<file path="config.mk">
export PLATFORM = sky130hd
export DESIGN_NAME = bpc_cfg_regs
export DESIGN_NICKNAME = d
export VERILOG_FILES = /design/src/sv/bpc_pkg.sv /design/src/sv/bpc_cfg_regs.sv
export SDC_FILE = /design/constraint.sdc
export NUM_CORES = 1
export LEC_CHECK = 0
export ABC_AREA = 1
export BUFFER_PORTS_ARGS = -buffer_cell sky130_fd_sc_hd__buf_4
export CORE_ASPECT_RATIO = 0.5
export CORE_MARGIN = 4
export CORE_UTILIZATION = 51
export DETAILED_ROUTE_END_ITERATION = 6
export PLACE_DENSITY = 0.75
export SYNTH_ARGS = -nofsm -noshare
export SYNTH_HDL_FRONTEND = slang
export SYNTH_SLANG_ARGS = --single-unit
</file>
<file path="constraint.sdc">
create_clock -name clk -period 1.1 [get_ports clk]
set_input_delay 0.22 -clock clk [delete_from_list [all_inputs] [get_ports clk]]
set_output_delay 0.22 -clock clk [all_outputs]
set_load 0.02 [all_outputs]
</file>
<file path="src/sv/bpc_pkg.sv">
// Package for the barometric pressure compensation block.
// Holds the calibration and stage types, register indexes and fixed widths.
// No dependencies; every other file imports it.
package bpc_pkg;

  // Register stages from input to result register.
  localparam int NUM_STAGES = 10;

  // Stage positions in the load vector.
  localparam int STG_DT     = 0;
  localparam int STG_MUL1   = 1;
  localparam int STG_FIRST  = 2;
  localparam int STG_SQUARE = 3;
  localparam int STG_CORR   = 4;
  localparam int STG_APPLY  = 5;
  localparam int STG_PPROD  = 6;
  localparam int STG_PSUM   = 7;
  localparam int STG_PRES   = 8;
  localparam int STG_CLAMP  = 9;

  // Widths of the fixed fields and of the internal values.
  localparam int CAL_W   = 16;
  localparam int RAW_W   = 24;
  localparam int DT_W    = 25;
  localparam int TEMP1_W = 19;
  localparam int TEMP2_W = 20;
  localparam int T2_W    = 18;
  localparam int SQ_W    = 36;
  localparam int CORR_W  = 38;
  localparam int OFF_W   = 40;
  localparam int SENS_W  = 40;
  localparam int SPLIT_W = 20;
  localparam int PROD_W  = 64;
  localparam int P_W     = 32;
  localparam int TOUT_W  = 15;
  localparam int POUT_W  = 17;
  localparam int IDX_W   = 3;

  // Fixed constants of the compensation formula.
  localparam int TEMP_REF  = 2000;
  localparam int TEMP_KNEE = -1500;
  localparam int TEMP_MIN  = -4000;
  localparam int TEMP_MAX  = 8500;
  localparam int PRES_MIN  = 1000;
  localparam int PRES_MAX  = 120000;

  typedef enum logic [IDX_W-1:0] {
    REG_PRESSURE_SENSITIVITY   = 3'd0,
    REG_PRESSURE_OFFSET        = 3'd1,
    REG_SENSITIVITY_TEMP_COEFF = 3'd2,
    REG_OFFSET_TEMP_COEFF      = 3'd3,
    REG_REFERENCE_TEMPERATURE  = 3'd4,
    REG_TEMPERATURE_COEFF      = 3'd5
  } cfg_reg_t;

  typedef struct packed {
    logic [CAL_W-1:0] pressure_sensitivity;
    logic [CAL_W-1:0] pressure_offset;
    logic [CAL_W-1:0] sensitivity_temp_coeff;
    logic [CAL_W-1:0] offset_temp_coeff;
    logic [CAL_W-1:0] reference_temperature;
    logic [CAL_W-1:0] temperature_coeff;
  } calib_t;

  typedef struct packed {
    logic [NUM_STAGES-1:0] load;
  } stage_ctl_t;

  // First-order results leaving the third stage.
  typedef struct packed {
    logic signed [TEMP1_W-1:0] temp1;
    logic signed [OFF_W-1:0]   off1;
    logic signed [SENS_W-1:0]  sens1;
    logic [T2_W-1:0]           t2;
    logic [RAW_W-1:0]          d1;
  } first_t;

  // Corrected values leaving the sixth stage.
  typedef struct packed {
    logic signed [TEMP2_W-1:0] temp2;
    logic signed [OFF_W-1:0]   off;
    logic signed [SENS_W-1:0]  sens;
    logic [RAW_W-1:0]          d1;
  } second_t;

endpackage

</file>
<file path="src/sv/bpc_cfg_regs.sv">
// Calibration register file of the barometric pressure compensation block.
// Depends on bpc_pkg for the register indexes and the calibration type.
module bpc_cfg_regs (
  input  logic                         clk,
  input  logic                         rst,
  input  logic                         cfg_valid,
  input  logic [bpc_pkg::IDX_W-1:0]    cfg_index,
  input  logic [bpc_pkg::CAL_W-1:0]    cfg_data,
  output bpc_pkg::calib_t              calib
);
  import bpc_pkg::*;

  calib_t calib_next;

  always_comb begin
    calib_next = calib;
    if (cfg_valid) begin
      case (cfg_reg_t'(cfg_index))
        REG_PRESSURE_SENSITIVITY:   calib_next.pressure_sensitivity   = cfg_data;
        REG_PRESSURE_OFFSET:        calib_next.pressure_offset        = cfg_data;
        REG_SENSITIVITY_TEMP_COEFF: calib_next.sensitivity_temp_coeff = cfg_data;
        REG_OFFSET_TEMP_COEFF:      calib_next.offset_temp_coeff      = cfg_data;
        REG_REFERENCE_TEMPERATURE:  calib_next.reference_temperature  = cfg_data;
        REG_TEMPERATURE_COEFF:      calib_next.temperature_coeff      = cfg_data;
        default:                    calib_next = calib;
      endcase
    end
  end

  always_ff @(posedge clk) begin
    if (rst) begin
      calib <= '0;
    end else begin
      calib <= calib_next;
    end
  end

endmodule

</file>
[Word level (Yosys, flattened, before mapping)]
Cells that the tools add are included.
Storage, ports and cells
  register bits: 96
  input port bits: 22
  word-level logic and storage cells: 18
Operators by class
  eq/ne operators: 5
  reduce and logical (&&, ||, !) cells: 7
Operators by type and width (number)
  $reduce_and 2->1: 6
  $eq 3x2->1 const B: 2
  $eq 3x3->1 const B: 2
  $eq 3x1->1 const B: 1
  $logic_not 3->1: 1

[Depth between registers and ports, before layout]
  depth in word-level cells: 2
  gate-level depth with buffers: 6

[Worst setup path after synthesis]
OpenSTA, ideal clock, no wires.
  path kind: input to register
  start: in cfg_index[2] in the netlist's numbering
  end: reg calib[53] in the netlist's numbering
  stages: 6
  path buffers: 1
  arrival: 0.882 ns
  slack: 0.155 ns
  required time: 1.036 ns
  path through: inv_2 > nand2_2 > nor2_4 > buf_2 > nor2_1 > nor2_1
Between the ends
  longest elaborated chain between the ends: 2
RTL lines
  start: declaration: line bpc_cfg_regs.sv:7  | input logic [bpc_pkg::IDX_W-1:0] cfg_index,
  $eq 3x2->1: line bpc_cfg_regs.sv:18  | case (cfg_reg_t'(cfg_index))
  $reduce_and 2->1 (no source line)
  end signal: assignment: line bpc_cfg_regs.sv:34  | calib <= calib_next;
  end: declaration: line bpc_cfg_regs.sv:9  | output bpc_pkg::calib_t calib
No other way between the ends.
A chain may end at the register's enable or synchronous reset.

[Worst setup path after layout]
  start: reg calib[74] in the netlist's numbering
  end: out calib[74] in the netlist's numbering
No word-level cell between the ends.

==> metrics.md <==
| Metric | Value |
|---|---|
| GR Util All Layers | 24.4% |
| Final net count | 688 |
| Number of flops mapped to enable cells by yosys | 0 |
| Setup bufs post-CTS | 0 |
| CTS Hold Bufs | 0 |
| HPWL after DPL | 7660 um |
| Post-synth top area share | 49.8% |
| Pin count of the biggest net entering global routing | 40 |
| Proportion of layout cells with a drive suffix above 1 | 25.4% |
| Reg with most FFs | calib |
| Leak | 0.00249 uW |
| Wirelength per Cell | 14.7 um |
| GR Overflow Total | 0 |
| Clock Pin Slew Worst Setup and Hold Paths | 60 ps |
| Yosys warning count | 0 |
| Synth Cell Area | 0.00386 mm2 |
| Worst Path Class, Setup | flip-flop to output pin |
| CTS Buf Count | 9 |
| Yosys cell types | 14 |
| Mapped Cells | 552 |
| CTS root buffer | clkbuf_16 |
| CP bufs+invs | 1 |
| Total core area | 0.00735 mm2 |
| Most frequent cells after synthesis | nor2_1, nand2_1, dfxtp_1, nand3_1, buf_2 |
| First DRT Iteration DRCs | 427 |
| Clock Latency Late Sink | 340 ps |
| Vias per cell | 5.14 |
| Resized cells post-CTS | 0 |
| Pre-CTS worst setup slack | -62.4 ps |
| Sw Share | 26.3% |
| Status | finished, final reports clean |
| Routed wire length | 11300 um |
| Fin crit share | 99.6% |
| Peak fanout along the critical path | 2 |
| Register area share after synthesis | 49.8% |
| I/O pins | 118 |
| Clock network fraction of design power | 37.9% |
| Top FF cell, synth | dfxtp_1 |
| Max_slew headroom | 73.3% |
| Horiz. Die Dim | 131 um |
| Slowest-stage cell, CP | dfxtp_1 |
| Logic pwr share | 14.5% |
| Worst path required time | 880 ps |
| CP Launch Type | flip-flop |
| P_sw | 2020 uW |
| Clk_skew | 0 ps |
| Synth Register Bits | 96 |
| Syn Area/Cell | 6.99 um2 |
| Top Registers | calib (96) |
| Pwr Density | 1450 mW/mm2 |
| Inserted Diodes | 0 |
| CP Capture Type | output pin |
| Initial Util | 52.5% |
| Total negative slack | 0 ps |
| Share of flip-flops with an asynchronous set or reset after synthesis | 0% |
| DRC viols | 0 |
| Final Max Tran Viols | 0 |
| Final min period | 1100 ps |
| Number of setup violations in the final report | 0 |
| Synth area leaders | dfxtp_1, nor2_1, nand3_1 |
| Final worst slack | 4.75 ps |
| Int Pwr | 5680 uW |
| Reg power frac | 47.7% |
| CTS tree | built |
| Max_cap viols | 0 |
| Family with the most delay on the worst path | flip-flops |
| Number of global-route vias before repair | 3441 |
| Layout fillers | 613 |
| Max reg flops | 96 |
| CTS max path bufs | 2 |
| IO buf count | 117 |
| Core Util, Final | 72.1% |
| Max VDD drop | 0.000819 V |
| Die footprint | 0.00910 mm2 |
| Least-Margin Pin Slew | 401 ps |
| FMAX | 0.913 GHz |
| CTS sink count | 96 |
| Number of nets still failing antenna checks after routing | 0 |
| Routed vias | 3940 |
| Final Cell Area | 0.00530 mm2 |
| Critical Path, Cell by Cell | buf_4 |
| First-pass GRT wire length | 17400 um |
| Syn_nets | 574 |
| Std-Cell Rows | 22 |
| Initial antenna violation count | 0 |
| Crit path DAT | 880 ps |
| Final hold violation count | 0 |
| RSZ-0062 raised after global routing | no |
| Layout area overhead | 37.5% |
| Drt pass-1 iters | 5 |
| Most common cell in the netlist | nor2_1 |
| Die Y | 69.5 um |
| Area leader, netlist | dfxtp_1 |
| Worst min path class | input pin to flip-flop |
| H-tree levels | 3 |
| Slowest cell delay on critical path | 370 ps |
| Placed Area | 0.00502 mm2 |
| Placer congestion estimate | 0.792 |
==> metrics by stage <==
step                      total power, uW  hold WS (ps)  cells
after detailed placement             4850           475    751
final                                7700           332    766
after CTS                            7710           321    766
after floorplan                      4360           460    552
after global placement               4830           465    751
after global routing                 7970           343    766
==> placed cells by master, fill, tap and decap left out, drive strengths merged <==
master,instances
nor2,202
inv,23
clkbuf,12
nand2,102
buf,136
nand3,96
clkinv,2
dfxtp,96
clkinvlp,1
==> routing by layer <==
layer | up-vias | global-route usage [%] | wire, um
li1 | 1943 | - | -
met1 | 1813 | 33.0 | 4810
met2 | 167 | 38.9 | 5290
met3 | 17 | 5.92 | 1010
met4 | 0 | 6.61 | 146
met5 | - | 0 | 0
==> cells by family after synthesis <==
| logic type | Yosys count | synth area share, % |
|---|---|---|
| buffers and inverters | 56 | 6.71 |
| flip-flops | 96 | 49.8 |
| AND/OR/NAND/NOR | 400 | 43.5 |
==> power groups by stage <==
stage                     sequential (uW)  combinational, uW  clock (uW)
after floorplan                      3880                478           0
after global placement               3740               1090           0
after detailed placement             3740               1110           0
after CTS                            3670               1110        2930
after global routing                 3680               1210        3080
final                                3670               1110        2910
==> area by class of cell <==
type	instances	area, um2	area share, %
Sequential cell	96	1930	36.4
Inverter	23	86.3	1.63
Timing Repair Buffer	136	1210	22.8
Tap cell	96	120	2.27
Multi-Input combinational cell	400	1680	31.8
Clock inverter	3	17.5	0.330
Clock buffer	12	256	4.84
==> worst paths after layout <==
check | from | to | slack [ps] | cells past startpoint
worst max-delay path | calib[74] | calib[74] | 5 | 1
worst min-delay path | cfg_data[15] | calib[63] | 330 | 5
worst max register to register | calib[29] | calib[29] | 480 | 2
worst min register to register | calib[61] | calib[61] | 480 | 2
Power figures use the tool's default switching activity.
