===== src/sv/bpc_pkg.sv =====
// Package for the barometric pressure compensation block.
// Holds the calibration and stage types, register indexes and fixed widths.
// No dependencies; every other file imports it.
package bpc_pkg;

  // Register stages from input to result register.
  localparam int NUM_STAGES = 10;

  // Stage positions in the load vector.
  localparam int STG_DT     = 0;
  localparam int STG_MUL1   = 1;
  localparam int STG_FIRST  = 2;
  localparam int STG_SQUARE = 3;
  localparam int STG_CORR   = 4;
  localparam int STG_APPLY  = 5;
  localparam int STG_PPROD  = 6;
  localparam int STG_PSUM   = 7;
  localparam int STG_PRES   = 8;
  localparam int STG_CLAMP  = 9;

  // Widths of the fixed fields and of the internal values.
  localparam int CAL_W   = 16;
  localparam int RAW_W   = 24;
  localparam int DT_W    = 25;
  localparam int TEMP1_W = 19;
  localparam int TEMP2_W = 20;
  localparam int T2_W    = 18;
  localparam int SQ_W    = 36;
  localparam int CORR_W  = 38;
  localparam int OFF_W   = 40;
  localparam int SENS_W  = 40;
  localparam int SPLIT_W = 20;
  localparam int PROD_W  = 64;
  localparam int P_W     = 32;
  localparam int TOUT_W  = 15;
  localparam int POUT_W  = 17;
  localparam int IDX_W   = 3;

  // Fixed constants of the compensation formula.
  localparam int TEMP_REF  = 2000;
  localparam int TEMP_KNEE = -1500;
  localparam int TEMP_MIN  = -4000;
  localparam int TEMP_MAX  = 8500;
  localparam int PRES_MIN  = 1000;
  localparam int PRES_MAX  = 120000;

  typedef enum logic [IDX_W-1:0] {
    REG_PRESSURE_SENSITIVITY   = 3'd0,
    REG_PRESSURE_OFFSET        = 3'd1,
    REG_SENSITIVITY_TEMP_COEFF = 3'd2,
    REG_OFFSET_TEMP_COEFF      = 3'd3,
    REG_REFERENCE_TEMPERATURE  = 3'd4,
    REG_TEMPERATURE_COEFF      = 3'd5
  } cfg_reg_t;

  typedef struct packed {
    logic [CAL_W-1:0] pressure_sensitivity;
    logic [CAL_W-1:0] pressure_offset;
    logic [CAL_W-1:0] sensitivity_temp_coeff;
    logic [CAL_W-1:0] offset_temp_coeff;
    logic [CAL_W-1:0] reference_temperature;
    logic [CAL_W-1:0] temperature_coeff;
  } calib_t;

  typedef struct packed {
    logic [NUM_STAGES-1:0] load;
  } stage_ctl_t;

  // First-order results leaving the third stage.
  typedef struct packed {
    logic signed [TEMP1_W-1:0] temp1;
    logic signed [OFF_W-1:0]   off1;
    logic signed [SENS_W-1:0]  sens1;
    logic [T2_W-1:0]           t2;
    logic [RAW_W-1:0]          d1;
  } first_t;

  // Corrected values leaving the sixth stage.
  typedef struct packed {
    logic signed [TEMP2_W-1:0] temp2;
    logic signed [OFF_W-1:0]   off;
    logic signed [SENS_W-1:0]  sens;
    logic [RAW_W-1:0]          d1;
  } second_t;

endpackage


===== src/sv/bpc_first_order.sv =====
// First-order compensation: dT, then TEMP, OFF, SENS and T2 over three stages.
// Depends on bpc_pkg for the calibration, control and result types.
module bpc_first_order (
  input  logic                         clk,
  input  bpc_pkg::stage_ctl_t          ctl,
  input  bpc_pkg::calib_t              calib,
  input  logic [bpc_pkg::RAW_W-1:0]    raw_pressure,
  input  logic [bpc_pkg::RAW_W-1:0]    raw_temperature,
  output bpc_pkg::first_t              fo
);
  import bpc_pkg::*;

  // Stage one: temperature difference to the reference.
  logic signed [DT_W-1:0] dt_next;
  logic signed [DT_W-1:0] s1_dt;
  logic [RAW_W-1:0]       s1_d1;

  assign dt_next = $signed({1'b0, raw_temperature})
                 - $signed({1'b0, calib.reference_temperature, 8'h00});

  always_ff @(posedge clk) begin
    if (ctl.load[STG_DT]) begin
      s1_dt <= dt_next;
      s1_d1 <= raw_pressure;
    end
  end

  // Stage two: the four products of dT.
  logic signed [DT_W+CAL_W:0]  tc_next;
  logic signed [DT_W+CAL_W:0]  offp_next;
  logic signed [DT_W+CAL_W:0]  sensp_next;
  logic signed [2*DT_W-1:0]    dd_next;
  logic signed [DT_W+CAL_W:0]  s2_tc;
  logic signed [DT_W+CAL_W:0]  s2_offp;
  logic signed [DT_W+CAL_W:0]  s2_sensp;
  logic signed [2*DT_W-1:0]    s2_dd;
  logic [RAW_W-1:0]            s2_d1;

  assign tc_next    = s1_dt * $signed({1'b0, calib.temperature_coeff});
  assign offp_next  = s1_dt * $signed({1'b0, calib.offset_temp_coeff});
  assign sensp_next = s1_dt * $signed({1'b0, calib.sensitivity_temp_coeff});
  assign dd_next    = s1_dt * s1_dt;

  always_ff @(posedge clk) begin
    if (ctl.load[STG_MUL1]) begin
      s2_tc    <= tc_next;
      s2_offp  <= offp_next;
      s2_sensp <= sensp_next;
      s2_dd    <= dd_next;
      s2_d1    <= s1_d1;
    end
  end

  // Stage three: scale and add the calibration bases.
  first_t fo_next;

  always_comb begin
    fo_next.temp1 = TEMP1_W'(TEMP_REF + (s2_tc >>> 23));
    fo_next.off1  = OFF_W'($signed({1'b0, calib.pressure_offset, 16'h0000}))
                  + OFF_W'(s2_offp >>> 7);
    fo_next.sens1 = SENS_W'($signed({1'b0, calib.pressure_sensitivity, 15'h0000}))
                  + SENS_W'(s2_sensp >>> 8);
    fo_next.t2    = s2_dd[31+T2_W-1:31];
    fo_next.d1    = s2_d1;
  end

  always_ff @(posedge clk) begin
    if (ctl.load[STG_FIRST]) begin
      fo <= fo_next;
    end
  end

endmodule


===== config.mk =====
export PLATFORM = sky130hd
export DESIGN_NAME = bpc_first_order
export DESIGN_NICKNAME = d
export VERILOG_FILES = /design/src/sv/bpc_pkg.sv /design/src/sv/bpc_first_order.sv
export SDC_FILE = /design/constraint.sdc
export NUM_CORES = 2
export LEC_CHECK = 0
export BUFFER_PORTS_ARGS = -buffer_cell sky130_fd_sc_hd__buf_2
export CELL_PAD_IN_SITES_DETAIL_PLACEMENT = 0
export CELL_PAD_IN_SITES_GLOBAL_PLACEMENT = 2
export CORE_MARGIN = 2
export CORE_UTILIZATION = 43
export DETAILED_ROUTE_END_ITERATION = 6
export GPL_ROUTABILITY_DRIVEN = 0
export HOLD_SLACK_MARGIN = 0.06
export PLACE_DENSITY = 0.93
export SLEW_MARGIN = 20
export SYNTH_ARGS = -nofsm -noshare
export SYNTH_HDL_FRONTEND = slang
export SYNTH_SLANG_ARGS = --single-unit

===== constraint.sdc =====
create_clock -name clk -period 9.2 [get_ports clk]
set_input_delay 0.92 -clock clk [delete_from_list [all_inputs] [get_ports clk]]
set_output_delay 0.92 -clock clk [all_outputs]
set_load 0.01 [all_outputs]

# Yosys cells after proc, flatten, opt, wreduce, memory -nomap -nowiden
# Index checks and enable logic that the tools add are counted.
[op_classes] n_mul=4 n_addsub=4
[op_table] cell="multiplier 25 x 17 -> 42 bit" n=3
[op_table] cell="multiplier 25 x 25 -> 49 bit" n=1
[op_table] cell="adder 33 x 35 -> 36 bit" n=1
[op_table] cell="adder 32 x 34 -> 35 bit" n=1
[op_table] cell="subtractor 24 x 24 -> 25 bit" n=1
[op_table] cell="adder 12 x 19 -> 19 bit (first input constant)" n=1
[word_totals] word_cells=20 in_bits=155 regBits=389 output_inout_bits=141

# Longest topological paths before layout
[logic_depth] ltp_word=1 mapped_depth=29 ltp_nobuf=27

# Worst setup path before layout
# OpenSTA, ideal clock, no wires.
[synth_path] path_type="reg2reg" from="reg s1_dt[2]" to="reg s2_dd[45] (data pin)" required_ns=8.942 setup_ns=0.258 arrival_time_ns=7.197 n_path_buf=2 path_stages_with_launch=29 period_less_slack_ns=7.455 setup_slack_ns=1.745 cell_sequence="edfxtp_1 -> clkbuf_1 -> clkbuf_1 -> nand2_1 -> fa_1 -> inv_1 -> fa_1 -> inv_1 -> fa_1 -> inv_1 -> fa_1 -> inv_1 -> fa_1 -> inv_1 -> fa_1 -> inv_1 -> fa_1 -> inv_1 -> ha_1 -> a21oi_2 -> o21ai_1 -> a211o_1 -> a2111oi_4 -> a21oi_2 -> a31oi_4 -> nor2_4 -> or3_1 -> a211oi_1 -> nor2_1"
[synth_via] elab_chain_cells=1
[synth_rtl] element="start, declared" line_no="bpc_first_order.sv:15" source="logic signed [DT_W-1:0] s1_dt;"
[synth_rtl] element="start signal, assigned" line_no="bpc_first_order.sv:23" source="s1_dt <= dt_next;"
[synth_rtl] element="multiplier 25 x 25 -> 49 bit" line_no="bpc_first_order.sv:42" source="assign dd_next = s1_dt * s1_dt;"
[synth_rtl] element="named net dd_next[45]" line_no="bpc_first_order.sv:32" source="logic signed [2*DT_W-1:0] dd_next;"
[synth_rtl] element="end signal, assigned" line_no="bpc_first_order.sv:49" source="s2_dd <= dd_next;"
[synth_rtl] element="end, declared" line_no="bpc_first_order.sv:36" source="logic signed [2*DT_W-1:0] s2_dd;"
# The timed path passes the listed nets, and every way through them passes these cells.
# A chain may end at the register's enable or synchronous reset.

# Final worst setup path
[layout_path] from="reg s1_dt[2]" to="reg s2_dd[47] (data pin)"
# The elaborated chain is that of the path after synthesis.

==> flow_metrics.tcl <==
set metrics [dict create \
    hold_end "fo[85]" \
    reg2reg_to "s2_dd[47]" \
    status "completed" \
    drc 0 \
    cts_buffers 42 \
    hold_class "register to register" \
    fmax_mhz 120 \
    drt-initial-drc-count 1947 \
    r2r_start "s1_dt[2]" \
    crit_fanout 12 \
    r2r_slack_ns 0.88 \
    cts_tree "built" \
    cts_hold_buf 0 \
    yosys.area.top_type "fa_1" \
    place_area_mm2 0.0766 \
    grt_overflow 0 \
    port_buffers 288 \
    wl_mm 175 \
    required_ns 9.58 \
    fillers 16100 \
    drt-vias-per-instance 4.93 \
    die_w_um 416 \
    end_kind "register" \
    grt_pass1_vias 54300 \
    core_area_mm2 0.169 \
    hpwl_mm 140 \
    ys_seq_area_share_pct 12.8 \
    synth.avg_cell_area_um2 9.95 \
    fin_skew_ns 0.0186 \
    synth_cell_types 73 \
    top_layer_used "met5" \
    antenna_found_initial 11 \
    final_common_cell "inv_1" \
    cts.repair.resized 0 \
    num_io_pins 296 \
    clock_sinks 311 \
    start_util_pct 43.1 \
    synth_top_area_share_pct 48.5 \
    worst_skew_pair.late_latency_ns 0.64 \
    ys_seq_elements 311 \
    whs_path_depth 0 \
    ys_warn_count 0 \
    firstDrtPassIters 6 \
    fin_area_mm2 0.0780 \
    hold_viol_final 0 \
    cts.path.max_buffers 3 \
    syn2layout_area_growth_pct 7.06 \
    rows 151 \
    die_y_um 416 \
    place_ws_ns 0.871 \
    worst_slack_ns 0.878 \
    period_needed_ns 8.32 \
    dieArea_mm2 0.173 \
    relSlewSlack_pct 35.3 \
    critical_path_class "register to register" \
    tightest_slew_ns 0.970 \
    route.layer.met1.wl_mm 73.2 \
    fin_nets 9848 \
    synth_ff_type "edfxtp_1" \
    wl_per_cell_um 18.1 \
    rr_worst_depth 22 \
    grt_pass1_wl_mm 292 \
    wl_met3_mm 6.92 \
    ant_nets 0 \
    grt_usage_pct 21.4 \
    cap_violations 0 \
    routed-wl-met2_mm 91.1 \
    syn_area_mm2 0.0729 \
    clkTransAtPathRegs_ns 0.06 \
    worstHoldStart "s2_offp[10]" \
    synthArstFlopShare_pct 0 \
    post-route-util_pct 46.2 \
    cts_root_buf "clkbuf_16" \
    cts_setup_buffers 0 \
    most-common-layout-cells "2,023 x inv_1, 1,767 x fa_1, 948 x nand2_1, 599 x and2_1, 502 x ha_1" \
    grt_max_degree 76 \
    htree_levels 2 \
    setup_viol 0 \
    synth_cells 7325 \
    drive_gt1_share_pct 6.26 \
    drv_slew 0 \
    synth.area.top_cells "fa_1 49%, edfxtp_1 13%, inv_1 10%" \
    cp_data_arrival_time_ns 8.70 \
    cp-start-kind "register" \
    synth-edff-count 311 \
    grt_setup_unrepaired "false" \
    synth_nets 9749 \
    fin_crit_sh_pct 90.5 \
    num_vias 47700 \
    fin_tns_setup_ns 0 \
]
cell families (layout without fill, tap and decap cells):
logic type      Yosys count  in the layout  share of synthesized area, %
flops                   311            311                          12.8
mux                       1              1                        0.0137
other cells               0              4                             0
fa+ha+maj              2269           2269                          57.2
buf+inv                2334           2466                          12.1
compound gates          384            384                          3.50
xor+xnor                196            196                          2.36
simple gates           1830           1830                          12.1
per-layer routing:
layer  up-vias  global-route usage (%)
met5         -                       0
met4         4                    5.16
met3       223                    2.35
met2       938                    38.8
met1     25100                    27.2
li1      21400                       -
worst max path at each step:
stage                     slack [ns]         to      from
final                           0.88  s2_dd[47]  s1_dt[2]
after global routing            0.50  s2_dd[47]  s1_dt[2]
after CTS                       0.81  s2_dd[47]  s1_dt[2]
after detailed placement        0.87  s2_dd[47]  s1_dt[2]
after global placement          0.97  s2_dd[47]  s1_dt[2]
after floorplan                 1.74  s2_dd[45]  s1_dt[2]
through the flow:
step / cells / hold WS (ns)
global route: 9676 / 0.401
detailed placement: 9598 / 0.405
finish: 9679 / 0.411
floorplan: 7325 / 0.400
global placement: 9598 / 0.400
CTS: 9675 / 0.396
synth_stat cells (5+ instances only):
library cell / count
ha_1: 502
a211oi_1: 18
a31oi_1: 12
a21oi_1: 115
o21a_1: 23
nor2b_1: 32
and3_1: 18
o21ai_1: 5
clkbuf_1: 298
or2_2: 9
and2_1: 599
o211ai_1: 5
or3_1: 8
nand2_1: 948
inv_1: 2023
nand3_1: 21
nor3_1: 23
a21boi_0: 7
nand2b_1: 27
edfxtp_1: 311
a21o_1: 53
fa_1: 1767
a21oi_2: 5
nand4_1: 20
o21ai_0: 71
nor2_1: 105
o21bai_1: 11
a41o_1: 5
xor2_1: 54
buf_4: 9
xnor2_1: 142
flip-flops by register name (all words and copies together) (netlist names):
signal    flops
s2_offp      35
s2_tc        19
s1_dt        25
s2_d1        24
fo          132
s1_d1        24
s2_dd        18
s2_sensp     34
critical path, cell delays in order, from the launching register on:
cell and delay [ns]:
edfxtp_1 0.91, and2_1 0.32, fa_1 0.59, fa_1 0.76, inv_1 0.28, fa_1 0.55
inv_1 0.05, fa_1 0.48, fa_1 0.51, fa_1 0.49, inv_1 0.05, fa_1 0.47
inv_1 0.04, ha_1 0.33, and4_1 0.21, and3_1 0.24, or4b_1 0.48, a21oi_2 0.45
a31oi_4 0.20, nor2_4 0.17, o221a_4 0.23, o31ai_1 0.09, xnor2_1 0.13
layout make-up:
type / count / area (µm²) / area share (%)
flip-flops and latches: 311 / 9340 / 12.0
well taps: 2218 / 2780 / 3.56
inverters: 2023 / 7590 / 9.73
diodes: 4 / 10.0 / 0.0128
repair buffers: 366 / 2150 / 2.76
multi-input cells: 4680 / 54700 / 70.2
clock buffers: 47 / 1070 / 1.37
clock inverters: 30 / 342 / 0.438
Power is left out: the tool's default activity adds up to more than one toggle a clock period on the data nets, which glitch-free logic cannot reach.
