===== src/sv/bpc_pkg.sv =====
// Package for the barometric pressure compensation block.
// Holds the calibration and stage types, register indexes and fixed widths.
// No dependencies; every other file imports it.
package bpc_pkg;

  // Register stages from input to result register.
  localparam int NUM_STAGES = 10;

  // Stage positions in the load vector.
  localparam int STG_DT     = 0;
  localparam int STG_MUL1   = 1;
  localparam int STG_FIRST  = 2;
  localparam int STG_SQUARE = 3;
  localparam int STG_CORR   = 4;
  localparam int STG_APPLY  = 5;
  localparam int STG_PPROD  = 6;
  localparam int STG_PSUM   = 7;
  localparam int STG_PRES   = 8;
  localparam int STG_CLAMP  = 9;

  // Widths of the fixed fields and of the internal values.
  localparam int CAL_W   = 16;
  localparam int RAW_W   = 24;
  localparam int DT_W    = 25;
  localparam int TEMP1_W = 19;
  localparam int TEMP2_W = 20;
  localparam int T2_W    = 18;
  localparam int SQ_W    = 36;
  localparam int CORR_W  = 38;
  localparam int OFF_W   = 40;
  localparam int SENS_W  = 40;
  localparam int SPLIT_W = 20;
  localparam int PROD_W  = 64;
  localparam int P_W     = 32;
  localparam int TOUT_W  = 15;
  localparam int POUT_W  = 17;
  localparam int IDX_W   = 3;

  // Fixed constants of the compensation formula.
  localparam int TEMP_REF  = 2000;
  localparam int TEMP_KNEE = -1500;
  localparam int TEMP_MIN  = -4000;
  localparam int TEMP_MAX  = 8500;
  localparam int PRES_MIN  = 1000;
  localparam int PRES_MAX  = 120000;

  typedef enum logic [IDX_W-1:0] {
    REG_PRESSURE_SENSITIVITY   = 3'd0,
    REG_PRESSURE_OFFSET        = 3'd1,
    REG_SENSITIVITY_TEMP_COEFF = 3'd2,
    REG_OFFSET_TEMP_COEFF      = 3'd3,
    REG_REFERENCE_TEMPERATURE  = 3'd4,
    REG_TEMPERATURE_COEFF      = 3'd5
  } cfg_reg_t;

  typedef struct packed {
    logic [CAL_W-1:0] pressure_sensitivity;
    logic [CAL_W-1:0] pressure_offset;
    logic [CAL_W-1:0] sensitivity_temp_coeff;
    logic [CAL_W-1:0] offset_temp_coeff;
    logic [CAL_W-1:0] reference_temperature;
    logic [CAL_W-1:0] temperature_coeff;
  } calib_t;

  typedef struct packed {
    logic [NUM_STAGES-1:0] load;
  } stage_ctl_t;

  // First-order results leaving the third stage.
  typedef struct packed {
    logic signed [TEMP1_W-1:0] temp1;
    logic signed [OFF_W-1:0]   off1;
    logic signed [SENS_W-1:0]  sens1;
    logic [T2_W-1:0]           t2;
    logic [RAW_W-1:0]          d1;
  } first_t;

  // Corrected values leaving the sixth stage.
  typedef struct packed {
    logic signed [TEMP2_W-1:0] temp2;
    logic signed [OFF_W-1:0]   off;
    logic signed [SENS_W-1:0]  sens;
    logic [RAW_W-1:0]          d1;
  } second_t;

endpackage


===== src/sv/bpc_pressure.sv =====
// Pressure product, final scaling and saturation of both results.
// Depends on bpc_pkg for the control and intermediate result types.
module bpc_pressure (
  input  logic                               clk,
  input  bpc_pkg::stage_ctl_t                ctl,
  input  bpc_pkg::second_t                   so,
  output logic signed [bpc_pkg::TOUT_W-1:0]  temperature,
  output logic [bpc_pkg::POUT_W-1:0]         pressure,
  output logic                               clamped
);
  import bpc_pkg::*;

  // Stage seven: D1 times SENS as two partial products.
  logic [RAW_W+SPLIT_W-1:0]          pl_next;
  logic signed [RAW_W+SPLIT_W:0]     ph_next;
  logic [RAW_W+SPLIT_W-1:0]          s7_pl;
  logic signed [RAW_W+SPLIT_W:0]     s7_ph;
  logic signed [OFF_W-1:0]           s7_off;
  logic signed [TEMP2_W-1:0]         s7_temp2;

  assign pl_next = so.d1 * so.sens[SPLIT_W-1:0];
  assign ph_next = $signed({1'b0, so.d1}) * $signed(so.sens[SENS_W-1:SPLIT_W]);

  always_ff @(posedge clk) begin
    if (ctl.load[STG_PPROD]) begin
      s7_pl    <= pl_next;
      s7_ph    <= ph_next;
      s7_off   <= so.off;
      s7_temp2 <= so.temp2;
    end
  end

  // Stage eight: join the partial products.
  logic signed [PROD_W-1:0]  prod_next;
  logic signed [PROD_W-1:0]  s8_prod;
  logic signed [OFF_W-1:0]   s8_off;
  logic signed [TEMP2_W-1:0] s8_temp2;

  assign prod_next = (PROD_W'(s7_ph) <<< SPLIT_W) + $signed(PROD_W'(s7_pl));

  always_ff @(posedge clk) begin
    if (ctl.load[STG_PSUM]) begin
      s8_prod  <= prod_next;
      s8_off   <= s7_off;
      s8_temp2 <= s7_temp2;
    end
  end

  // Stage nine: P = (D1*SENS/2^21 - OFF)/2^15, shifts rounding down.
  logic signed [PROD_W-1:0]  diff;
  logic signed [P_W-1:0]     s9_p;
  logic signed [TEMP2_W-1:0] s9_temp2;

  assign diff = (s8_prod >>> 21) - PROD_W'(s8_off);

  always_ff @(posedge clk) begin
    if (ctl.load[STG_PRES]) begin
      s9_p     <= P_W'(diff >>> 15);
      s9_temp2 <= s8_temp2;
    end
  end

  // Stage ten: saturate into the reported ranges; this is the result register.
  logic signed [TEMP2_W-1:0] temp_sat;
  logic signed [P_W-1:0]     pres_sat;
  logic                      clamp_next;

  always_comb begin
    temp_sat   = s9_temp2;
    pres_sat   = s9_p;
    clamp_next = 1'b0;
    if (s9_temp2 < TEMP2_W'(TEMP_MIN)) begin
      temp_sat   = TEMP2_W'(TEMP_MIN);
      clamp_next = 1'b1;
    end
    if (s9_temp2 > TEMP2_W'(TEMP_MAX)) begin
      temp_sat   = TEMP2_W'(TEMP_MAX);
      clamp_next = 1'b1;
    end
    if (s9_p < P_W'(PRES_MIN)) begin
      pres_sat   = P_W'(PRES_MIN);
      clamp_next = 1'b1;
    end
    if (s9_p > P_W'(PRES_MAX)) begin
      pres_sat   = P_W'(PRES_MAX);
      clamp_next = 1'b1;
    end
  end

  always_ff @(posedge clk) begin
    if (ctl.load[STG_CLAMP]) begin
      temperature <= temp_sat[TOUT_W-1:0];
      pressure    <= pres_sat[POUT_W-1:0];
      clamped     <= clamp_next;
    end
  end

endmodule


===== config.mk =====
export PLATFORM = sky130hd
export DESIGN_NAME = bpc_pressure
export DESIGN_NICKNAME = d
export VERILOG_FILES = /design/src/sv/bpc_pkg.sv /design/src/sv/bpc_pressure.sv
export SDC_FILE = /design/constraint.sdc
export NUM_CORES = 2
export LEC_CHECK = 0
export BUFFER_PORTS_ARGS = -buffer_cell sky130_fd_sc_hd__buf_2
export CAP_MARGIN = 20
export CELL_PAD_IN_SITES_DETAIL_PLACEMENT = 0
export CELL_PAD_IN_SITES_GLOBAL_PLACEMENT = 1
export CORE_MARGIN = 4
export CORE_UTILIZATION = 47
export CTS_BUF_LIST = sky130_fd_sc_hd__clkbuf_8
export DETAILED_ROUTE_END_ITERATION = 12
export GPL_TIMING_DRIVEN = 0
export PLACE_DENSITY_LB_ADDON = 0.08
export SLEW_MARGIN = 10
export SYNTH_ARGS = -nofsm -noshare
export SYNTH_HDL_FRONTEND = slang
export SYNTH_SLANG_ARGS = --single-unit

===== constraint.sdc =====
create_clock -name clk -period 18.3 [get_ports clk]
set_input_delay 1.83 -clock clk [delete_from_list [all_inputs] [get_ports clk]]
set_output_delay 1.83 -clock clk [all_outputs]
set_load 0.03 [all_outputs]

* Yosys cells after proc, flatten, opt, wreduce, memory -nomap -nowiden
Cells that the tools add are included.
** Storage, ports and cells
- Register bits after elaboration :: 354
- Input port bits :: 135
- Output and inout port bits :: 33
- Logic and storage cells :: 28
** Cells by class
- Add/sub/neg operators :: 2
- Multiply operators :: 2
- Order comparisons :: 4
- Multiplexer cells :: 3
- Reduce and logical (&&, ||, !) cells :: 3
** Operators by type and width (number)
- 64-bit by 45-bit adder with 64-bit output :: 1
- 24-bit by 20-bit multiplier with 44-bit output :: 1
- 25-bit by 20-bit multiplier with 44-bit output :: 1
- 43-bit by 40-bit subtractor with 44-bit output :: 1
- 29-bit by 18-bit > comparator with 1-bit output, second input constant :: 1
- 29-bit by 11-bit less-than comparator with 1-bit output, second input constant :: 1
- 20-bit by 15-bit > comparator with 1-bit output, second input constant :: 1
- 20-bit by 13-bit less-than comparator with 1-bit output, second input constant :: 1
- 17-bit 2-to-1 mux :: 1
- 15-bit 2-to-1 mux :: 1
- 2-bit OR reduction :: 2
- 3-bit OR reduction :: 1
- 1-bit 2-to-1 mux :: 1

* Longest topological paths before layout
- Depth in word-level cells :: 2
- Mapped depth :: 26
- Gate-level depth less buffers :: 25

* Worst setup path before layout
OpenSTA, ideal clock, no wires.
- Kind :: in2reg
- From :: input so[27] in the netlist's numbering
- To :: register s7_pl[41] (data pin)
- Setup time :: 167 ps
- Data arrival time :: 8128 ps
- Required time :: 18133 ps
- Path slack :: 10004 ps
- Cell stages on the path :: 25
- Path buffers :: 1
- Path through :: clkbuf_1 > and2_1 > fa_1 > fa_1 > inv_1 > fa_1 > inv_1 > fa_1 > inv_1 > fa_1 > inv_1 > fa_1 > inv_1 > fa_1 > inv_1 > ha_1 > o21a_1 > o21ai_1 > a2111o_1 > a211oi_2 > nor2_1 > o31a_1 > o21ba_2 > or3b_1 > a221oi_2
** On the way
- Word-level cells in the longest chain between the ends :: 1
** Ends and longest elaborated chain
- start, declared :: line bpc_pressure.sv:6 : input bpc_pkg::second_t so,
- 24-bit by 20-bit multiplier with 44-bit output :: line bpc_pressure.sv:21 : assign pl_next = so.d1 * so.sens[SPLIT_W-1:0];
- named net pl_next[41] :: line bpc_pressure.sv:14 : logic [RAW_W+SPLIT_W-1:0] pl_next;
- end signal, assigned :: line bpc_pressure.sv:26 : s7_pl <= pl_next;
- end, declared :: line bpc_pressure.sv:16 : logic [RAW_W+SPLIT_W-1:0] s7_pl;
The timed path passes the listed nets, and every way through them passes these cells.
A chain may end at the register's enable or synchronous reset.

* Final worst setup path
- From :: input so[1] in the netlist's numbering
- To :: register s7_ph[43] (data pin)
** On the way
- Word-level cells in the longest chain between the ends :: 1
** Ends and longest elaborated chain
- 25-bit by 20-bit multiplier with 44-bit output :: line bpc_pressure.sv:22 : assign ph_next = $signed({1'b0, so.d1}) * $signed(so.sens[SENS_W-1:SPLIT_W]);
- named net ph_next[43] :: line bpc_pressure.sv:15 : logic signed [RAW_W+SPLIT_W:0] ph_next;
- end signal, assigned :: line bpc_pressure.sv:27 : s7_ph <= ph_next;
- end, declared :: line bpc_pressure.sv:17 : logic signed [RAW_W+SPLIT_W:0] s7_ph;
The timed path passes the listed nets, and every way through them passes these cells.

==> results by group <==
Detailed routing
  – ANT nets after route: 0
  – Final wirelength: 136000 µm
  – DR vias/cell: 5.30
  – DRC viols: 0
  – Vias: 31679
  – DRT iter0 DRCs: 2246
  – Routed wirelength normalized by instance count: 22.8 µm
  – First drt pass iteration count: 5

STA
  – Final Setup Violations: 0
  – RSZ-0062 raised after global routing: no
  – Tmin final: 9.80 ns
  – TNS Setup: 0 ns
  – Final period util: 53.6%
  – Rel. slew slack: 15.6%
  – Clk_skew: 0.0542 ns
  – Slew @ Worst Pin: 1.27 ns
  – Max Fclk: 102 MHz
  – Max-slew violations: 0
  – Final hold violation count: 0

Layout
  – Ratio of cells with drive above 1 in the final layout: 4.88%
  – Final nets: 5987
  – P&R area growth vs syn: 7.74%

Setup path
  – Reg2reg setup slack: 14.46 ns
  – Worst flop-to-flop path endpoint: s8_prod[58]
  – CP Class: in2reg
  – Startpoint types: primary input
  – FF-to-FF path depth: 11
  – Most frequent CP cell: fa_1
  – CP Capture Type: flip-flop
  – WP data arrival: 10.19 ns
  – CP Cell Sequence: buf_2, clkbuf_1, clkbuf_1, nand2_1, fa_1, fa_1, inv_1, fa_1, fa_1, fa_1, fa_1, inv_1, fa_1, inv_1, ha_1, clkbuf_1, nand2_1, nor2_1, nand4_1, o311ai_0, nand2_1, o31ai_1, a21oi_1, xnor2_1
  – CP max stage delay: 0.78 ns
  – Reg2reg start: s7_pl[21]
  – Worst path slowest cell: o311ai_0
  – Crit Path Max Fanout: 10
  – Worst path required time: 18.69 ns

Logic synthesis
  – Register bit total from synthesis: 313
  – Post-Synthesis Cells: 4474
  – Synth area leader: fa_1
  – Synth top area share: 35.2%
  – Async set-reset flop share out of synthesis: 0%
  – Distinct cell type count after synthesis: 64
  – Net Count, Synth: 5786
  – Number of synthesized flops with an enable pin: 313
  – Count leader, synth: inv_1
  – Main synth FF type: edfxtp_1
  – Most frequent cells after synthesis: 937 x inv_1, 785 x fa_1, 569 x nand2_1, 461 x and2_1, 392 x ha_1
  – Cell Area, Synth: 0.0447 mm²
  – YS warnings: 0
  – Syn Area/Cell: 9.98 µm²
  – Sequential cell area fraction in the yosys report: 21.0%
  – Ranking of synthesized cells by area: fa_1 35%, edfxtp_1 21%, ha_1 11%

Global route
  – Met2 GRT Util: 44.2%
  – Vias in the first global route: 32872
  – Met1 Resource Use GR: 40.0%
  – Global-route wire length before repair: 206000 µm
  – Global Route met3 Usage: 4.67%
  – Busiest grt layer: met2
  – Total track usage: 27.9%
  – Largest net degree at the start of global routing: 79
  – Grt total ovfl: 0
  – Initial antenna violation count: 21

Clocking
  – CTS root buf: clkbuf_8
  – CTS tree: yes
  – CTS Buf Count: 49
  – H-tree levels: 2
  – CTS Sinks: 313
  – Longest Clk Path Bufs: 3
  – Post-CTS Resized: 0
  – Clock Latency Late Sink: 0.63 ns
  – Clock transition at the registers of the reported paths: 0.06 ns
  – Number of buffers added for setup after CTS: 0
  – Cts hold-fix bufs: 0

Floorplan
  – Die height: 316 µm
  – Core Area: 0.0937 mm²
  – Die W: 316 µm
  – IO Count: 168
  – Die area: 0.100 mm²
  – Starting Density: 47.6%
  – Placement Rows: 112

Hold path
  – Worst Hold Path EP: s8_off[28]
  – Startpoint of the worst hold path: s7_off[28]
  – Min-Delay Path Class: reg2reg
  – Hold path depth: 0

Placement
  – DP HPWL: 111000 µm
  – Routability Congestion: 0.958
  – Buffers added on ports: 139

Job
  – Maximum Capacitance Violations: 0

Outcome
  – Status: completed
worst max path at each step:
stage | cells after the start | startpoint | endpoint | slack, ns
3_5_place_dp | 26 | so[0] | s7_ph[43] | 7.91
4_1_cts | 26 | so[0] | s7_ph[43] | 8.57
2_1_floorplan | 25 | so[27] | s7_pl[41] | 10.00
3_3_place_gp | 26 | so[0] | s7_ph[43] | 7.89
6_report | 24 | so[1] | s7_ph[43] | 8.50
5_1_grt | 26 | so[0] | s7_ph[43] | 7.99
metal layers:
| layer | vias to the layer above | routed length, µm |
|---|---|---|
| li1 | 14273 | - |
| met1 | 16027 | 59600 |
| met2 | 1155 | 61500 |
| met3 | 220 | 10800 |
| met4 | 4 | 4120 |
| met5 | - | 31 |
cells in the final DEF, fill, tap and decap left out, types with 8 or more instances in the layout:
master	Yosys	routed
inv_1	937	948
buf_2	1	138
edfxtp_1	313	313
nor2_1	68	68
nor2b_1	14	14
a21o_1	79	79
fa_1	785	785
clkinv_1	0	15
a211oi_1	16	16
nor4_1	9	9
o31ai_1	8	8
a21oi_1	134	134
diode_2	0	11
nor3_1	15	15
nand4_1	32	32
xnor2_1	101	101
ha_1	392	392
nand2_1	569	569
o21bai_1	17	17
o21ai_0	65	65
xor2_1	34	34
o21a_1	21	21
nand2b_1	26	26
a31oi_1	18	18
nand3_1	30	30
clkbuf_1	204	204
and3_1	32	32
clkbuf_8	0	49
and2_1	461	461
logic make-up (layout without fill, tap and decap cells):
group	Yosys count	in the layout	synth area share, %
xor gates and xnor gates	135	135	2.65
AOI/OAI and AO/OA	431	431	6.27
adders and majority gates	1177	1177	46.2
and+or+nand+nor	1276	1276	14.2
buffers and inverters	1142	1381	9.60
other	0	11	0
DFF	313	313	21.0
critical path, delay by kind of cell:
family / cells / cell delay (ns)
compound gates: 3 / 1.27
xor+xnor: 1 / 0.35
fa+ha+maj: 8 / 3.72
buf+inv: 7 / 1.97
simple gates: 5 / 1.05
cell type report:
class | count | area [µm²]
diodes | 11 | 27.5
plain buffers | 205 | 771
fillers | 8857 | 45600
clock inverters | 40 | 299
well taps | 1254 | 1570
inverters | 937 | 3520
repair buffers | 150 | 888
clock buffers | 49 | 674
flip-flops and latches | 313 | 9400
multi-input cells | 3019 | 31000
sequential cells by signal (all words and copies together), names as in the netlist:
signal       cells
clamped          1
pressure        17
s7_off          40
s7_ph           44
s7_pl           24
s7_temp2        20
s8_off          40
s8_prod         43
s8_temp2        20
s9_p            29
s9_temp2        20
temperature     15
per-stage QoR:
stage          hold WS (ns)  setup WS [ns]  cell area [µm²]  instances  util (%)
2_1_floorplan         0.400          10.00            44700       4474         -
3_3_place_gp          0.401           7.89            46900       5867      50.0
3_5_place_dp          0.405           7.91            47100       5876      50.2
4_1_cts               0.410           8.57            48100       5965      51.3
5_1_grt               0.402           7.99            48100       5969      51.3
6_report              0.410           8.50            48100       5978      51.3
Power is not shown: default switching activity piles up to over one toggle a cycle in this logic, so the estimate is an artifact.
