## config.mk

```make
export PLATFORM = sky130hd
export DESIGN_NAME = bpc_second_order
export DESIGN_NICKNAME = d
export VERILOG_FILES = /design/src/sv/bpc_pkg.sv /design/src/sv/bpc_second_order.sv
export SDC_FILE = /design/constraint.sdc
export NUM_CORES = 2
export LEC_CHECK = 0
export BUFFER_PORTS_ARGS = -buffer_cell sky130_fd_sc_hd__buf_2
export CORE_ASPECT_RATIO = 0.5
export CORE_UTILIZATION = 35
export DETAILED_ROUTE_END_ITERATION = 16
export PLACE_DENSITY_LB_ADDON = 0.25
export SLEW_MARGIN = 15
export SYNTH_ARGS = -nofsm -noshare
export SYNTH_HDL_FRONTEND = slang
export SYNTH_SLANG_ARGS = --single-unit
```

## constraint.sdc

```tcl
create_clock -name clk -period 10 [get_ports clk]
set_input_delay 1.5 -clock clk [delete_from_list [all_inputs] [get_ports clk]]
set_output_delay 1.5 -clock clk [all_outputs]
set_load 0.03 [all_outputs]
```

## src/sv/bpc_pkg.sv

```systemverilog
// Package for the barometric pressure compensation block.
// Holds the calibration and stage types, register indexes and fixed widths.
// No dependencies; every other file imports it.
package bpc_pkg;

  // Register stages from input to result register.
  localparam int NUM_STAGES = 10;

  // Stage positions in the load vector.
  localparam int STG_DT     = 0;
  localparam int STG_MUL1   = 1;
  localparam int STG_FIRST  = 2;
  localparam int STG_SQUARE = 3;
  localparam int STG_CORR   = 4;
  localparam int STG_APPLY  = 5;
  localparam int STG_PPROD  = 6;
  localparam int STG_PSUM   = 7;
  localparam int STG_PRES   = 8;
  localparam int STG_CLAMP  = 9;

  // Widths of the fixed fields and of the internal values.
  localparam int CAL_W   = 16;
  localparam int RAW_W   = 24;
  localparam int DT_W    = 25;
  localparam int TEMP1_W = 19;
  localparam int TEMP2_W = 20;
  localparam int T2_W    = 18;
  localparam int SQ_W    = 36;
  localparam int CORR_W  = 38;
  localparam int OFF_W   = 40;
  localparam int SENS_W  = 40;
  localparam int SPLIT_W = 20;
  localparam int PROD_W  = 64;
  localparam int P_W     = 32;
  localparam int TOUT_W  = 15;
  localparam int POUT_W  = 17;
  localparam int IDX_W   = 3;

  // Fixed constants of the compensation formula.
  localparam int TEMP_REF  = 2000;
  localparam int TEMP_KNEE = -1500;
  localparam int TEMP_MIN  = -4000;
  localparam int TEMP_MAX  = 8500;
  localparam int PRES_MIN  = 1000;
  localparam int PRES_MAX  = 120000;

  typedef enum logic [IDX_W-1:0] {
    REG_PRESSURE_SENSITIVITY   = 3'd0,
    REG_PRESSURE_OFFSET        = 3'd1,
    REG_SENSITIVITY_TEMP_COEFF = 3'd2,
    REG_OFFSET_TEMP_COEFF      = 3'd3,
    REG_REFERENCE_TEMPERATURE  = 3'd4,
    REG_TEMPERATURE_COEFF      = 3'd5
  } cfg_reg_t;

  typedef struct packed {
    logic [CAL_W-1:0] pressure_sensitivity;
    logic [CAL_W-1:0] pressure_offset;
    logic [CAL_W-1:0] sensitivity_temp_coeff;
    logic [CAL_W-1:0] offset_temp_coeff;
    logic [CAL_W-1:0] reference_temperature;
    logic [CAL_W-1:0] temperature_coeff;
  } calib_t;

  typedef struct packed {
    logic [NUM_STAGES-1:0] load;
  } stage_ctl_t;

  // First-order results leaving the third stage.
  typedef struct packed {
    logic signed [TEMP1_W-1:0] temp1;
    logic signed [OFF_W-1:0]   off1;
    logic signed [SENS_W-1:0]  sens1;
    logic [T2_W-1:0]           t2;
    logic [RAW_W-1:0]          d1;
  } first_t;

  // Corrected values leaving the sixth stage.
  typedef struct packed {
    logic signed [TEMP2_W-1:0] temp2;
    logic signed [OFF_W-1:0]   off;
    logic signed [SENS_W-1:0]  sens;
    logic [RAW_W-1:0]          d1;
  } second_t;

endpackage

```

## src/sv/bpc_second_order.sv

```systemverilog
// Low-temperature correction: squares, correction terms and their application.
// Depends on bpc_pkg for the control and intermediate result types.
module bpc_second_order (
  input  logic                clk,
  input  bpc_pkg::stage_ctl_t ctl,
  input  bpc_pkg::first_t     fo,
  output bpc_pkg::second_t    so
);
  import bpc_pkg::*;

  // Stage four: squared distances from the two temperature knees.
  logic signed [TEMP2_W-1:0]   diff_ref;
  logic signed [TEMP2_W-1:0]   diff_knee;
  logic signed [2*TEMP2_W-1:0] sq_full;
  logic signed [2*TEMP2_W-1:0] sq2_full;
  logic [SQ_W-1:0]             s4_sq;
  logic [SQ_W-1:0]             s4_sq2;
  logic                        s4_low;
  logic                        s4_vlow;
  first_t                      s4;

  assign diff_ref  = TEMP2_W'(fo.temp1) - TEMP2_W'(TEMP_REF);
  assign diff_knee = TEMP2_W'(fo.temp1) - TEMP2_W'(TEMP_KNEE);
  assign sq_full   = diff_ref * diff_ref;
  assign sq2_full  = diff_knee * diff_knee;

  always_ff @(posedge clk) begin
    if (ctl.load[STG_SQUARE]) begin
      s4_sq   <= sq_full[SQ_W-1:0];
      s4_sq2  <= sq2_full[SQ_W-1:0];
      s4_low  <= fo.temp1 < TEMP1_W'(TEMP_REF);
      s4_vlow <= fo.temp1 < TEMP1_W'(TEMP_KNEE);
      s4      <= fo;
    end
  end

  // Stage five: correction terms by shift and add; zero above the first knee.
  logic [OFF_W-1:0]          five_sq;
  logic [OFF_W-1:0]          seven_sq2;
  logic [OFF_W-1:0]          eleven_sq2;
  logic [OFF_W-1:0]          off2_sum;
  logic [OFF_W-1:0]          sens2_sum;
  logic [CORR_W-1:0]         s5_off2;
  logic [CORR_W-1:0]         s5_sens2;
  logic signed [TEMP2_W-1:0] temp2_next;
  logic signed [TEMP2_W-1:0] s5_temp2;
  logic signed [OFF_W-1:0]   s5_off1;
  logic signed [SENS_W-1:0]  s5_sens1;
  logic [RAW_W-1:0]          s5_d1;

  always_comb begin
    five_sq    = (OFF_W'(s4_sq) << 2) + OFF_W'(s4_sq);
    seven_sq2  = (OFF_W'(s4_sq2) << 3) - OFF_W'(s4_sq2);
    eleven_sq2 = (OFF_W'(s4_sq2) << 3) + (OFF_W'(s4_sq2) << 1) + OFF_W'(s4_sq2);
    off2_sum   = (five_sq >> 1) + (s4_vlow ? seven_sq2 : '0);
    sens2_sum  = (five_sq >> 2) + (s4_vlow ? (eleven_sq2 >> 1) : '0);
    if (s4_low) begin
      temp2_next = TEMP2_W'(s4.temp1) - $signed({2'b00, s4.t2});
    end else begin
      temp2_next = TEMP2_W'(s4.temp1);
    end
  end

  always_ff @(posedge clk) begin
    if (ctl.load[STG_CORR]) begin
      s5_off2  <= s4_low ? off2_sum[CORR_W-1:0] : '0;
      s5_sens2 <= s4_low ? sens2_sum[CORR_W-1:0] : '0;
      s5_temp2 <= temp2_next;
      s5_off1  <= s4.off1;
      s5_sens1 <= s4.sens1;
      s5_d1    <= s4.d1;
    end
  end

  // Stage six: subtract the corrections from offset and sensitivity.
  second_t so_next;

  always_comb begin
    so_next.temp2 = s5_temp2;
    so_next.off   = s5_off1 - $signed({2'b00, s5_off2});
    so_next.sens  = s5_sens1 - $signed({2'b00, s5_sens2});
    so_next.d1    = s5_d1;
  end

  always_ff @(posedge clk) begin
    if (ctl.load[STG_APPLY]) begin
      so <= so_next;
    end
  end

endmodule

```

# Word-level counts from Yosys, hierarchy flattened
# Cells that the tools add are included.
dict set report word_totals {
  wordCells 37
  register_bits 539
  n_memories 0
  out_inout_bits 124
  ram_bits 0
  rom_bits 0
  latch_bits 0
}
dict set report classes {
  bitwise_logic 0
  div_mod_pow 0
  multipliers 2
  eq_ne 0
  shifts 0
  reduce_logical 0
  n_mux 3
  add_sub_neg 11
  magnitude_cmp 2
}
# cell count
set op_table {}
lappend op_table {{$sub A40 B39 Y40} 2}
lappend op_table {{$mux W38} 2}
lappend op_table {{$mul A20 B20 Y36} 2}
lappend op_table {{$sub A19 B12 Y20 const B} 2}
lappend op_table {{$add A38 B36 Y39} 1}
lappend op_table {{$add A39 B36 Y39} 1}
lappend op_table {{$add A39 B37 Y39} 1}
lappend op_table {{$add A37 B38 Y38} 1}
lappend op_table {{$add A38 B38 Y38} 1}
lappend op_table {{$lt A19 B12 Y1 const B} 2}
lappend op_table {{$sub A38 B36 Y38} 1}
lappend op_table {{$mux W20} 1}
lappend op_table {{$sub A19 B19 Y20} 1}

# Logic depth before layout (Yosys ltp)
dict set report logic_depth {
  depth_word 4
  depth_mapped 37
}

# Worst setup path after synthesis
# Ideal clock, no wire load.
dict set report synth_path {
  path_kind {input to register}
  from {input port fo[124] (netlist bit)}
  to {register s4_sq2[35] (data pin)}
  setup_time_ns 0.259
  path_slack_ns -0.654
  arrival_ns 10.395
  path_stages 35
  n_path_buf 4
  cell_sequence {clkbuf_1 -> clkinv_1 -> clkbuf_1 -> ha_1 -> inv_1 -> a2111oi_0 -> nand2b_1 -> a21oi_1 -> nand2b_1 -> xor2_1 -> inv_1 -> buf_1 -> nand2_1 -> inv_1 -> fa_1 -> inv_1 -> fa_1 -> fa_1 -> inv_1 -> fa_1 -> fa_1 -> fa_1 -> fa_1 -> ha_1 -> clkbuf_1 -> a21oi_1 -> o21bai_1 -> a2111oi_0 -> o311ai_0 -> o21ai_0 -> a211o_1 -> a31oi_1 -> a21o_1 -> a21oi_1 -> xnor2_1}
}
dict set report synth_between {
  elab_chain_len 2
}
# element line_no
set synth_lines {}
lappend synth_lines {{start, declared} bpc_second_order.sv:6} ;# input bpc_pkg::first_t fo,
lappend synth_lines {{$sub A19 B12 Y20} bpc_second_order.sv:23} ;# assign diff_knee = TEMP2_W'(fo.temp1) - TEMP2_W'(TEMP_KNEE);
lappend synth_lines {{$mul A20 B20 Y36} bpc_second_order.sv:25} ;# assign sq2_full = diff_knee * diff_knee;
lappend synth_lines {{net sq2_full[35]} bpc_second_order.sv:15} ;# logic signed [2*TEMP2_W-1:0] sq2_full;
lappend synth_lines {{end signal, assigned} bpc_second_order.sv:30} ;# s4_sq2 <= sq2_full[SQ_W-1:0];
lappend synth_lines {{end, declared} bpc_second_order.sv:17} ;# logic [SQ_W-1:0] s4_sq2;
# The timed path passes the listed nets, and every way through them passes these cells.
# A chain may end at the register's enable or synchronous reset.

# Final worst setup path
dict set report layout_path {
  from {input port fo[127] (netlist bit)}
  to {register s4_sq[32] (data pin)}
}
dict set report layout_between {
  elab_chain_len 2
}
# element line_no
set layout_lines {}
lappend layout_lines {{$sub A19 B12 Y20} bpc_second_order.sv:22} ;# assign diff_ref = TEMP2_W'(fo.temp1) - TEMP2_W'(TEMP_REF);
lappend layout_lines {{$mul A20 B20 Y36} bpc_second_order.sv:24} ;# assign sq_full = diff_ref * diff_ref;
lappend layout_lines {{net sq_full[32]} bpc_second_order.sv:14} ;# logic signed [2*TEMP2_W-1:0] sq_full;
lappend layout_lines {{end signal, assigned} bpc_second_order.sv:29} ;# s4_sq <= sq_full[SQ_W-1:0];
lappend layout_lines {{end, declared} bpc_second_order.sv:16} ;# logic [SQ_W-1:0] s4_sq;
# The timed path passes the listed nets, and every way through them passes these cells.

==> summary.md <==
| Metric | Value |
|---|---|
| Core area | 158000 um2 |
| Commonest cells after routing, fill and taps aside | 1101 x inv_1, 743 x fa_1, 533 x edfxtp_1 |
| Initial drt markers | 2078 |
| Worst Path Max Fanout | 8 |
| Avg Cell Area, Syn | 10.3 um2 |
| FF-to-FF Start | s4_sq[2] |
| Met2 routed WL | 66100 um |
| Hold Crit Depth | 0 |
| Yosys cell types | 91 |
| Yosys top cell by area | edfxtp_1 |
| Met3 Wirelength | 6450 um |
| Top FF cell, synth | edfxtp_1 |
| Worst-path clk slew | 0.06 ns |
| Routed wire per std cell | 18.1 um |
| Xor/xnor share of the synthesized area | 5.38% |
| Post-detailed-placement half-perimeter wirelength | 121000 um |
| Worst min path class | flip-flop to flip-flop |
| Final WL | 145000 um |
| Total Die Area | 162000 um2 |
| Wire length on met1 | 69800 um |
| H-tree Lvls | 2 |
| Clk sinks | 533 |
| Clock skew | 0.0470 ns |
| Post-synthesis mux area share | 0.344% |
| Max cap viols | 0 |
| Critical path type | primary input to flip-flop |
| Starting Density | 35.3% |
| Most common library cell in the layout ignoring fill and taps | inv_1 |
| Final instance area | 63100 um2 |
| Vias | 38500 |
| Rows | 103 |
| Achievable Freq | 105 MHz |
| CP max stage cell | fa_1 |
| FF-to-FF path depth | 21 |
| Post-synthesis adder-cell area fraction | 37.1% |
| CTS root buf | clkbuf_16 |
| Share of the synthesized area in the top cell type | 28.6% |
| Outcome | complete, no violations |
| Layout cells sized above 1 | 10.6% |
| All-Layer GR Usage | 18.0% |
| Startpoint class of the critical path | primary input |
| Flop-to-flop setup slack | 3.44 ns |
| Min-delay src | s4[52] |
| Worst Hold End | s5_sens1[10] |
| Syn Inst Count | 5414 |
| Die height | 285 um |
| Final worst path period need | 9.51 ns |
| Synth Net Count | 6777 |
| Global-route wire length before repair | 228000 um |
| CTS buffer count | 57 |
| Relative slew margins | 35.1% |
| Worst setup EP type | flip-flop |
| Worst slew pin tran | 0.973 ns |
| Final Hold Fails | 0 |
| Uppermost layer routed | met4 |
| Max incr delay on CP | 0.53 ns |
| Reg-to-Reg End | s5_sens2[37] |
| Initial antenna violation count | 10 |
| RSZ-0062 raised after global routing | false |
| Final setup vio count | 0 |
| Ys async rst share | 0% |
| Crit path top cell by count | inv_1 |
| CTS tree | built |
| Main combinational cell family by area after synthesis | adder cells |
| Synth Area in Compound Gates | 10.4% |
| Area post-placement | 61200 um2 |
| Vias per cell | 4.80 |
| Largest net degree at the start of global routing | 96 |
| Post-Synth Simple-Gate Area | 10.1% |
| Post-Syn Area | 55900 um2 |
| Total grt overflow | 0 |
| # nets final | 7228 |
| Horiz. Die Dim | 567 um |
| Flop and latch count out of synthesis | 533 |
| Yosys warnings | 0 |
| Vias in the first global route | 40000 |
| CP Data Arrival Time | 9.89 ns |
| Clk_lat worst skew | 0.64 ns |
| Sequential area share after synthesis | 28.6% |
| RePlAce Congestion | 0.892 |
| Layout fillers | 15700 |
| Worst EP required | 10.38 ns |
| Final Slew Violations | 0 |
| Clock tree buffer depth | 3 |
| IO Port Bufs | 268 |
| DRC Markers | 0 |
| Pre-antenna DRT Iters | 6 |
| I/O pins | 276 |
| Final period utilization | 95.1% |
| Final ANT Viol Nets | 0 |
| EDFF count, synth | 533 |
| Layout area overhead | 12.8% |
| Top post-synthesis cells by area | edfxtp_1 29%, fa_1 27%, ha_1 10% |
## cell usage after synthesis, drive strengths merged (43+ instances only)
master / number
o21a: 68
a211oi: 48
clkbuf: 80
a21oi: 265
xnor2: 238
nor3: 77
nand3: 66
ha: 468
o21ai: 155
inv: 1103
nor2b: 43
xor2: 105
and2: 83
edfxtp: 533
nand2b: 58
fa: 743
nand2: 354
nor2: 416
a21o: 115
## layer usage
| metal | global-route usage (%) | up-vias |
|---|---|---|
| met5 | 0 | - |
| met4 | 2.85 | 0 |
| met3 | 2.45 | 137 |
| met2 | 29.7 | 673 |
| met1 | 25.8 | 19000 |
| li1 | - | 18700 |
## timing repair
action | 4_1_cts | 5_1_grt
endpoints found under the hold margin | 0 | 0
hold buffers | 0 | 0
buffers inserted | 0 | 0
gates resized for setup | 0 | 2
setup endpoints to repair | 0 | 2
## sequential cells by signal, indices dropped and copies added, names as in the netlist
register  count
s5_off1      40
s5_off2      38
s5_sens2     37
s5_temp2     20
s5_sens1     40
s4_low        1
so          124
s5_d1        24
s4_sq2       33
s4_vlow       1
s4          140
s4_sq        35
## critical path: cells and delay by family
family,cells,cell delay [ns]
buffers and inverters,11,1.34
AND/OR/NAND/NOR,4,0.92
AO/OA/AOI/OAI,9,1.78
adder cells (fa/ha/maj),9,3.92
XOR/XNOR,2,0.42
## through the flow
step	setup WS (ns)	util (%)	std cells	setup TNS, ns	hold WS [ns]
global placement	-0.320	38.7	7906	-2.05	0.400
CTS	0.291	39.9	8012	0	0.394
detailed placement	-0.364	38.7	7906	-2.38	0.405
global route	0.0986	39.9	8012	0	0.398
floorplan	0.0270	-	5414	0	0.400
finish	0.488	39.9	8013	0	0.400
## worst max path at each step
stage	startpoint	endpoint	slack (ns)	cells after the start
after floorplan	fo[126]	s4_sq2[35]	0.03	34
after global placement	fo[133]	s4_sq[32]	-0.32	30
after detailed placement	fo[133]	s4_sq[32]	-0.36	31
after CTS	fo[133]	s4_sq[32]	0.29	31
after global routing	fo[126]	s4_sq2[35]	0.1	34
final	fo[127]	s4_sq[32]	0.49	35
## logic make-up (layout without fill, tap and decap cells)
logic type,Yosys count,in the layout
flops,533,533
simple gates,1232,1232
mux,18,18
fa+ha+maj,1211,1211
buf+inv,1195,1693
compound gates,881,881
other cells,1,2
xor+xnor,343,343
## final cells by class
cell class | instances | area, um2 | area share, %
diodes | 1 | 2.50 | 0.00397
multi-input cells | 3686 | 35500 | 56.2
clock buffers | 65 | 1460 | 2.31
repair buffers | 477 | 2960 | 4.69
inverters | 1110 | 4170 | 6.60
flip-flops and latches | 533 | 16000 | 25.4
clock inverters | 41 | 397 | 0.629
well taps | 2100 | 2630 | 4.16
Power is left out: the tool's default activity adds up to more than one toggle a clock period on the data nets, which glitch-free logic cannot reach.
